`src/hdl/particle_cell_binning_macros.svh`:
```
// Assertion macros shared by the particle cell binning design.
`ifndef PARTICLE_CELL_BINNING_MACROS_SVH
`define PARTICLE_CELL_BINNING_MACROS_SVH

// Assert that a condition holds at every rising clock edge outside reset.
`define PCB_ASSERT_IMPL(label, clk, rst_n, cond) \
    label: assert property (@(posedge clk) disable iff (!rst_n) (cond)) \
        else $error("assertion failed");

// Assert that expr holds in the next cycle whenever cond is high.
`define PCB_ASSERT_NEXT(label, clk, rst_n, cond, expr) \
    label: assert property (@(posedge clk) disable iff (!rst_n) (cond) |=> (expr)) \
        else $error("assertion failed");

`endif

```
`src/hdl/pcb_div.sv`:
```
// Restoring divider: 16-bit integer coordinate by an 8-bit cell edge, one bit a cycle.
module pcb_div (
    input  logic        clk,
    input  logic        rst_n,
    input  logic        go,
    input  logic [15:0] dividend,
    input  logic [7:0]  divisor,
    output logic        done,
    output logic [15:0] quotient
);

    logic [15:0] quo_reg, quo_next;
    logic [8:0]  rem_reg, rem_next;
    logic [7:0]  div_reg, div_next;
    logic [4:0]  cnt_reg, cnt_next;
    logic        run_reg, run_next;
    logic [8:0]  trial;

    always_ff @(posedge clk or negedge rst_n)
    begin
        if (!rst_n)
        begin
            run_reg <= 1'b0;
            cnt_reg <= '0;
        end
        else
        begin
            run_reg <= run_next;
            cnt_reg <= cnt_next;
        end
    end

    always_ff @(posedge clk)
    begin
        quo_reg <= quo_next;
        rem_reg <= rem_next;
        div_reg <= div_next;
    end

    always_comb
    begin
        trial    = {rem_reg[7:0], quo_reg[15]};
        quo_next = quo_reg;
        rem_next = rem_reg;
        div_next = div_reg;
        cnt_next = cnt_reg;
        run_next = run_reg;
        if (go)
        begin
            quo_next = dividend;
            rem_next = '0;
            div_next = (divisor == 8'd0) ? 8'd1 : divisor;
            cnt_next = 5'd16;
            run_next = 1'b1;
        end
        else if (run_reg)
        begin
            if (trial >= {1'b0, div_reg})
            begin
                rem_next = trial - {1'b0, div_reg};
                quo_next = {quo_reg[14:0], 1'b1};
            end
            else
            begin
                rem_next = trial;
                quo_next = {quo_reg[14:0], 1'b0};
            end
            cnt_next = cnt_reg - 5'd1;
            if (cnt_reg == 5'd1)
            begin
                run_next = 1'b0;
            end
        end
    end

    assign done     = run_reg && (cnt_reg == 5'd1);
    assign quotient = quo_next;

endmodule

```
`config.mk`:
```
export PLATFORM = sky130hd
export DESIGN_NAME = pcb_div
export DESIGN_NICKNAME = d
export VERILOG_FILES = /design/src/hdl/particle_cell_binning_macros.svh /design/src/hdl/pcb_div.sv
export SDC_FILE = /design/constraint.sdc
export NUM_CORES = 1
export LEC_CHECK = 0
export BUFFER_PORTS_ARGS = -buffer_cell sky130_fd_sc_hd__clkbuf_2
export CELL_PAD_IN_SITES_DETAIL_PLACEMENT = 1
export CELL_PAD_IN_SITES_GLOBAL_PLACEMENT = 1
export CORE_AREA = 2 2 78 80
export DETAILED_ROUTE_END_ITERATION = 12
export DIE_AREA = 0 0 80 82
export GPL_TIMING_DRIVEN = 0
export PLACE_DENSITY = 0.75
export SLEW_MARGIN = 20
export SYNTH_ARGS = -nofsm -noshare
export SYNTH_HDL_FRONTEND = slang
export SYNTH_SLANG_ARGS = --single-unit
export TNS_END_PERCENT = 10
```
`constraint.sdc`:
```
create_clock -name clk -period 2.2 [get_ports clk]
set_clock_uncertainty 0.1 [all_clocks]
set_input_delay 0.22 -clock clk [delete_from_list [all_inputs] [get_ports clk]]
set_output_delay 0.22 -clock clk [all_outputs]
set_load 0.01 [all_outputs]
```
==> results of run 1 <==
[where the power goes]
part | total [uW] | switching (uW) | internal (uW)
logic | 1420 | 695 | 728
clock network | 525 | 271 | 253
registers | 1020 | 150 | 871
[final cells by class]
| class | count | area [um^2] |
|---|---|---|
| clock inverter | 2 | 11.3 |
| fill | 692 | 3040 |
| clock buffer | 6 | 82.6 |
| multi-input combinational | 152 | 1190 |
| tap | 75 | 93.8 |
| sequential | 38 | 875 |
| buffer | 19 | 92.6 |
| inverter | 15 | 56.3 |
| timing repair buffer | 53 | 297 |
[cell usage in the layout (no fill, tap or decap), types with 5 or more instances in the layout]
cell type,netlist,final
mux2i_1,16,16
o21ai_0,19,19
clkbuf_1,17,14
dfrtp_1,6,6
dfxtp_1,24,21
clkbuf_8,0,6
inv_1,14,10
ha_4,0,7
edfxtp_1,8,8
a21oi_1,6,5
buf_4,0,9
nor2_1,17,17
nand2_1,24,23
o211ai_1,6,6
clkbuf_2,0,42
[critical path: stages (launching register included)]
cell,delay [ns]
edfxtp_1,0.35
inv_1,0.07
ha_4,0.27
nor2b_4,0.18
o31ai_4,0.08
a211oi_2,0.27
buf_6,0.14
nor3_2,0.04
o31ai_2,0.25
buf_2,0.19
[per-stage QoR]
stage	hold slack (ns)	util, %	total power [uW]	TNS (ns)	std cells
after CTS	0.0594	46.2	2870	-0.402	358
after floorplan	-0.176	-	1800	0	224
after global placement	-0.0417	41.0	2060	-0.820	342
after detailed placement	-0.0430	41.0	2100	-1.40	342
final	0.0618	47.0	2970	-0.478	360
after global routing	0.0654	47.0	3180	-1.05	360
[worst min-delay path by stage]
stage,cells after the start,to
final,3,quo_reg[5]
after global routing,3,quo_reg[5]
after CTS,3,quo_reg[5]
after detailed placement,1,cnt_reg[3]
after global placement,1,cnt_reg[2]
after floorplan,0,cnt_reg[0]
[cell families after synthesis]
kind of cell               count (synthesis)  share of synthesized area [%]
buffers and inverters                     34                           6.66
DFF                                       38                           42.5
muxes                                     16                           7.82
xor gates and xnor gates                   5                           2.14
AOI/OAI and AO/OA                         53                           18.0
adders and majority gates                 11                           7.09
and+or+nand+nor                           67                           15.8
[metal layers]
metal / vias up / share of wire [%] / track usage (%)
li1: 914 / - / -
met5: - / 0 / 0
met1: 902 / 43 / 21.0
met2: 39 / 52 / 32.2
met4: 0 / 1.3 / 5.76
met3: 6 / 3.4 / 3.30
[repair_timing]
| action | 4_1_cts | 5_1_grt |
|---|---|---|
| resized for setup | 31 | 10 |
| buffers inserted | 7 | 2 |
| hold endpoints to repair | 6 | 0 |
| hold buffers | 1 | 0 |
| setup endpoints to repair | 24 | 18 |
| cloned | 0 | 0 |
| pin swaps | 7 | 4 |
==> run summary, run 1 <==
hold path start: dividend[5]
Cell variety after synth: 47
DRT iter0 DRCs: 64
CTS tree: built
Initial DRT Pass Iterations: 4
Rel. slew slack: 66.6%
pin count of the biggest net entering global routing: 13
# IOs: 44
CP Capture Type: output pin
Die Span Y: 82 um
Core ar.: 5750 um^2
Crit Path Category: flop to output pin
drt total wl: 5550 um
reg-to-reg setup timing slack: -0.17 ns
Port Buffers: 43
Area contributors post-synth: dfxtp_1, edfxtp_1, mux2i_1
Worst-path clk slew: 0.08 ns
n_diodes: 0
Worst Path Arrival: 2.13 ns
worst-path fanout max: 2
DP Worst Slack: -0.385 ns
status: finished with violations
Leakage Power: 0.00126 uW
Hold Crit Class: input pin to flop
cell area after placement: 2360 um^2
vias per cell: 5.17
Final Hold Fails: 0
Total Die Area: 6560 um^2
Max Fclk: 408 MHz
failing checks: negative setup slack
Setup violations, final: 5
RSZ-0062 raised after global routing: true
crit path launch type: flop
Max-Cap Viols: 0
GP Congestion: 0.774
Finished Cell Area: 2700 um^2
Final Max Slew Viols: 0
Yosys warnings: 0
Final Critical Period: 2.45 ns
die span in x: 80 um
max FFs per register: 16
vias: 1861
end of the critical path: quotient[0]
r2r endpoint: rem_reg[1]
fraction of registers with async set or reset after synthesis: 15.8%
layout cells sized above 1: 32.6%
Tot GR Track Use: 17.7%
Power Density: 1100 nW/um^2
syn avg cell area: 9.14 um^2
Seq/Total Area, Yosys: 42.5%
reg-to-reg startpoint: div_reg[4]
initial core utilization: 35.6%
Mapped Nets: 262
CTS root buf: clkbuf_8
num rows: 28
fin crit share: 111%
maximum buffer depth of the clock tree: 2
vias in the first global route: 1888
Detailed Place HPWL: 3900 um
Mapped Cells: 224
Nets: 322
H-tree levels: 2
area leader, netlist: dfxtp_1
number of flops mapped to enable cells by yosys: 8
worst path required time: 1.88 ns
worst r2r path cells: 9
global route overflow: 0
Layout area overhead: 31.9%
Synth Cell Area: 2050 um^2
post-route worst setup slack: -0.249 ns
routed length per instance: 15.4 um
Clock Latency Late Sink: 0.30 ns
Worst Setup SP: div_reg[1]
global-route wire length before repair: 8870 um
worst slew pin tran: 0.500 ns
antenna violations before repair: 0
commonest cells in the synthesized netlist: dfxtp_1, nand2_1, o21ai_0
CTS buffer count: 5
worst vdd rail ir drop: 622 uV
Synth top area share: 23.5%
clock sinks: 38
Antenna Nets Post-Route: 0
Post-synth top flop: dfxtp_1
# DRC: 0
post-synthesis sequential element count: 38
Note: power is estimated with default switching activity, not from simulation.
==> run 2, diff against run 1 <==
--- a/config.mk
+++ b/config.mk
@@ -8,11 +8,11 @@
 export BUFFER_PORTS_ARGS = -buffer_cell sky130_fd_sc_hd__clkbuf_2
 export CELL_PAD_IN_SITES_DETAIL_PLACEMENT = 1
 export CELL_PAD_IN_SITES_GLOBAL_PLACEMENT = 1
-export CORE_AREA = 2 2 78 80
+export CORE_AREA = 2 2 75 77
 export DETAILED_ROUTE_END_ITERATION = 12
-export DIE_AREA = 0 0 80 82
+export DIE_AREA = 0 0 77 79
 export GPL_TIMING_DRIVEN = 0
-export PLACE_DENSITY = 0.75
+export PLACE_DENSITY = 0.77
 export SLEW_MARGIN = 20
 export SYNTH_ARGS = -nofsm -noshare
 export SYNTH_HDL_FRONTEND = slang
==> constraint.sdc (replaced) <==
create_clock -name clk -period 3.1 [get_ports clk]
set_clock_uncertainty 0.1 [all_clocks]
set_input_delay 0.31 -clock clk [delete_from_list [all_inputs] [get_ports clk]]
set_output_delay 0.31 -clock clk [all_outputs]
set_load 0.01 [all_outputs]
==> run 2 against run 1 <==
- the flow now finishes without violations
- die area decreased by 7.3%
- via count is 6.1% lower
- sequential power down 31%
- final area fell by 9.1%
- non-clock buffer count shrank 9
- worst hold slack better by 0.083 ns
- clock power fell by 34%
- cell count fell by 3.3%
- sequential share of layout area grew 3.1 points
- global-route usage decreased by 0.91 points
- count of clock-buffer cells in the layout unchanged
- combinational power is 45% lower
- largest cell class unchanged
- highest routed layer unchanged
==> run summary, run 2 (same netlist as run 1, synthesis figures left out) <==
status: complete, no violations
Detailed Place HPWL: 3780 um
Worst Path Arrival: 2.45 ns
Setup violations, final: 0
num rows: 27
Total Die Area: 6080 um^2
RSZ-0062 raised after global routing: false
worst r2r path cells: 8
max incr delay on CP: 0.46 ns
Core ar.: 5340 um^2
max FFs per register: 16
maximum buffer depth of the clock tree: 2
# IOs: 44
Die Span Y: 79 um
top sig layer: met4
end of the critical path: quotient[0]
n_diodes: 0
GP Congestion: 0.756
drt total wl: 4870 um
Final Max Slew Viols: 0
worst slew pin tran: 0.699 ns
# DRC: 0
worst-path fanout max: 10
Final Total Pwr: 1830 uW
highest-count cells in the layout ignoring fill and taps: clkbuf_2, nand2_1, dfxtp_1
Initial DRT Pass Iterations: 4
Final Critical Period: 2.86 ns
layout cells sized above 1: 20.7%
M1 WL: 2270 um
die span in x: 77 um
reg-to-reg setup timing slack: 0.67 ns
Tot GR Track Use: 16.8%
antenna violations before repair: 0
clock sinks: 38
initial core utilization: 38.4%
Power Density: 744 nW/um^2
setup_tns: 0 ns
metal2 WL: 2390 um
vias: 1747
worst vdd rail ir drop: 377 uV
Layout area overhead: 19.9%
met3 WL post-DR: 144 um
CTS tree: built
Min-Delay Path Depth: 3
commonest non-fill, non-tap cell in the layout: clkbuf_2
H-tree levels: 2
Port Buffers: 43
crit path launch type: flop
Leakage Power: 0.00119 uW
worst path required time: 2.69 ns
Rel. slew slack: 53.4%
CTS buffer count: 5
Hold Crit Class: input pin to flop
reg-to-reg startpoint: div_reg[6]
Nets: 313
Antenna Nets Post-Route: 0
CP Cell Sequence: ha_1 > nand3_1 > nor3_1 > a211o_1 > buf_2 > nor3_1 > o31ai_1 > clkbuf_2
fin crit share: 92.4%
global route overflow: 0
Worst Setup SP: rem_reg[4]
crit path max-delay cell type: ha_1
routed length per instance: 14.0 um
global-route wire length before repair: 8140 um
Max Fclk: 349 MHz
Max-Cap Viols: 0
Clock Latency Late Sink: 0.30 ns
r2r endpoint: rem_reg[1]
vias per cell: 5.02
postcts setup bufs: 0
CTS root buf: clkbuf_8
vias in the first global route: 1752
pin count of the biggest net entering global routing: 13
hold path start: dividend[0]
fill cell count: 694
Crit Path Category: flop to output pin
DRT iter0 DRCs: 39
Final Hold Fails: 0
most frequent CP cell: nor3_1
Worst-path clk slew: 0.08 ns
CP Capture Type: output pin
run 2: cell types whose count changed in the layout (fill, tap and decap cells not counted), moves of 3 or more:
cell and delta:
buf_4 -9, dfxtp_2 -3, inv_2 -4, ha_4 -7, inv_1 +4, ha_1 +7, clkbuf_1 +4, dfxtp_1 +3
run 2: stage by stage:
| step | area [um^2] | hold slack (ns) | setup WS [ns] | std cells | utilization, % |
|---|---|---|---|---|---|
| 2_1_floorplan | 2050 | -0.0856 | 0.821 | 224 | - |
| 3_3_place_gp | 2350 | 0.0494 | 0.571 | 339 | 44.1 |
| 3_5_place_dp | 2350 | 0.0513 | 0.524 | 339 | 44.1 |
| 4_1_cts | 2450 | 0.146 | 0.176 | 348 | 45.9 |
| 5_1_grt | 2450 | 0.157 | 0.0323 | 348 | 46.0 |
| 6_report | 2450 | 0.144 | 0.236 | 348 | 46.0 |
run 2: layout make-up:
class	count	area, um^2	area share [%]
multi-input combinational	152	1050	42.6
sequential	38	871	35.5
timing repair buffer	44	225	9.17
tap	72	90.1	3.67
buffer	19	80.1	3.26
clock buffer	6	72.6	2.96
inverter	15	56.3	2.29
clock inverter	2	13.8	0.561
run 2: worst max-delay path, delay by kind of cell, from the launching register on:
kind / cells / cell delay, ns
fa+ha+maj: 1 / 0.46
simple gates: 3 / 0.50
flops: 1 / 0.35
compound gates: 2 / 0.46
buf+inv: 2 / 0.39
run 2: worst min-delay path by stage:
stage	end	slack (ns)
3_3_place_gp	cnt_reg[2]	0.05
4_1_cts	quo_reg[3]	0.15
6_report	quo_reg[0]	0.14
3_5_place_dp	cnt_reg[2]	0.05
2_1_floorplan	cnt_reg[0]	-0.09
5_1_grt	quo_reg[12]	0.16
run 2: timing repair:
| action | 4_1_cts | 5_1_grt |
|---|---|---|
| gates resized for setup | 0 | 1 |
| hold buffers | 1 | 0 |
| setup endpoints to repair | 0 | 1 |
| endpoints found under the hold margin | 6 | 0 |
run 2: layer usage:
metal / global-route usage, % / vias up
met5: 0 / -
met4: 4.82 / 0
met3: 3.52 / 5
met2: 29.4 / 26
met1: 21.0 / 815
li1: - / 901
run 2: power by group:
group	total, uW	internal (uW)	switching, uW	leakage, uW
Combinational	779	358	421	0.000793
Clock	345	159	186	0.0000452
Sequential	702	616	85.9	0.000348
Total	1830	1130	693	0.00119
==> run 3, diff against run 2 <==
--- a/config.mk
+++ b/config.mk
@@ -12,7 +12,9 @@
 export DETAILED_ROUTE_END_ITERATION = 12
 export DIE_AREA = 0 0 77 79
 export GPL_TIMING_DRIVEN = 0
+export HOLD_SLACK_MARGIN = 0.02
 export PLACE_DENSITY = 0.77
+export REMOVE_ABC_BUFFERS = 1
 export SLEW_MARGIN = 20
 export SYNTH_ARGS = -nofsm -noshare
 export SYNTH_HDL_FRONTEND = slang
==> run 3 against run 2 <==
- combinational power down 2%
- global-route usage down 0.47 points
- non-clock buffer count decreased by 18
- final area is 2.3% lower
- register-to-register slack got worse by 0.17 ns
- routed wire length shrank 2.8%
- largest cell class unchanged
==> run summary, run 3 (same netlist as run 1, synthesis figures left out) <==
Core ar.: 5340 um^2
commonest non-fill, non-tap cell in the layout: clkbuf_2
initial core utilization: 38.4%
Antenna Nets Post-Route: 0
Nets: 295
CP Capture Type: output pin
Global Route met2 Usage: 29.3%
crit path launch type: flop
clock sinks: 38
Crit Path Category: flop to output pin
max FFs per register: 16
antenna violations before repair: 0
global-route wire length before repair: 7950 um
num rows: 27
final core utilization: 44.9%
Detailed Place HPWL: 3500 um
Post-Place Cells: 320
RSZ-0062 raised after global routing: false
Final Critical Period: 2.81 ns
DRT iter0 DRCs: 61
Tot GR Track Use: 16.3%
Hold Crit Class: input pin to flop
crit path max-delay cell type: nor4_1
worst-path fanout max: 8
highest-count cells in the layout ignoring fill and taps: clkbuf_2, nand2_1, dfxtp_1
routed length per instance: 14.3 um
CTS root buf: clkbuf_8
# IOs: 44
Rel. slew slack: 38.6%
status: complete, no violations
layout cells sized above 1: 22.5%
vias per cell: 5.13
fin crit share: 90.5%
Worst-path clk slew: 0.07 ns
H-tree levels: 2
Max Fclk: 356 MHz
GP Congestion: 0.747
# DRC: 0
CTS tree: built
Worst Path Arrival: 2.40 ns
drt total wl: 4740 um
pin count of the biggest net entering global routing: 54
CTS buffer count: 5
GR peak layer: met2
fin cells: 330
Max-Cap Viols: 0
met3 Usage GRT: 4.09%
Setup violations, final: 0
fill cell count: 661
maximum buffer depth of the clock tree: 2
Clock Latency Late Sink: 0.28 ns
vias in the first global route: 1742
die span in x: 77 um
crit path buf inv count: 2
Worst Hold Margin: 0.116 ns
multi-input logic area: 1050 um^2
n_diodes: 0
Die Span Y: 79 um
CP Cell Sequence: inv_1 > ha_1 > and2_1 > nor4_1 > a211oi_4 > nor3_1 > o31ai_1 > clkbuf_2
Total Die Area: 6080 um^2
Power Density: 761 nW/um^2
post-route worst setup slack: 0.294 ns
CP top delay family: simple AND/OR/NAND/NOR gates
Leakage Power: 0.00116 uW
max incr delay on CP: 0.49 ns
Layout area overhead: 17.0%
vias: 1694
worst slew pin tran: 0.921 ns
global route overflow: 0
Final Hold Fails: 0
Initial DRT Pass Iterations: 4
worst vdd rail ir drop: 297 uV
sequential cell area: 872 um^2
Final Max Slew Viols: 0
Final Total Pwr: 1820 uW
worst path required time: 2.69 ns
DP Worst Slack: 0.311 ns
Port Buffers: 43
GRT met1 Usage: 19.1%
-- run 3: cell type report --
cell class	instances	share of cell area (%)
Sequential cell	38	36.4
Inverter	15	2.35
Clock inverter	1	0.209
Clock buffer	7	3.60
Tap cell	72	3.76
Timing Repair Buffer	45	9.71
Multi-Input combinational cell	152	44.0
-- run 3: path summary, 6_finish.rpt --
kind                             from          end  slack (ns)  cells past startpoint
max in group asynchronous       rst_n      run_reg        2.46                      2
min                        divisor[5]   div_reg[5]        0.12                      1
max                        div_reg[6]  quotient[0]        0.29                      8
max reg2reg                div_reg[6]   rem_reg[1]        0.50                      8
min reg2reg                rem_reg[4]   rem_reg[5]        0.40                      2
min in group asynchronous       rst_n   cnt_reg[3]        0.28                      2
-- run 3: through the flow --
step	setup TNS, ns	cell area (um^2)
6_report	0	2400
5_1_grt	0	2400
4_1_cts	0	2390
3_5_place_dp	0	2280
3_3_place_gp	-0.104	2270
2_1_floorplan	0	1970
-- run 3: report_power, final --
group	internal [uW]	leakage (uW)	total, uW	switching, uW
clock network	179	0.0000482	346	167
registers	616	0.000348	713	97.3
logic	348	0.000766	765	417
-- run 3: what timing repair did --
| action | CTS | global route |
|---|---|---|
| endpoints found under the hold margin | 6 | 0 |
| buffers inserted | 0 | 1 |
| resized for setup | 1 | 1 |
| endpoints found under the setup margin | 1 | 1 |
| pin swaps | 0 | 1 |
| hold buffers | 1 | 0 |
-- run 3: layer usage --
metal	wire, um	share of wire [%]
met5	0	0
met1	2070	44
met2	2290	48
met3	318	6.7
met4	61	1.3
-- run 3: worst register-to-register path, stage by stage, from the launching register on --
cell and delay [ns]:
edfxtp_1 0.32, inv_1 0.05, ha_1 0.37, and2_1 0.20, nor4_1 0.49, a211oi_4 0.18
buf_4 0.21, or3_1 0.34, a32o_1 0.24
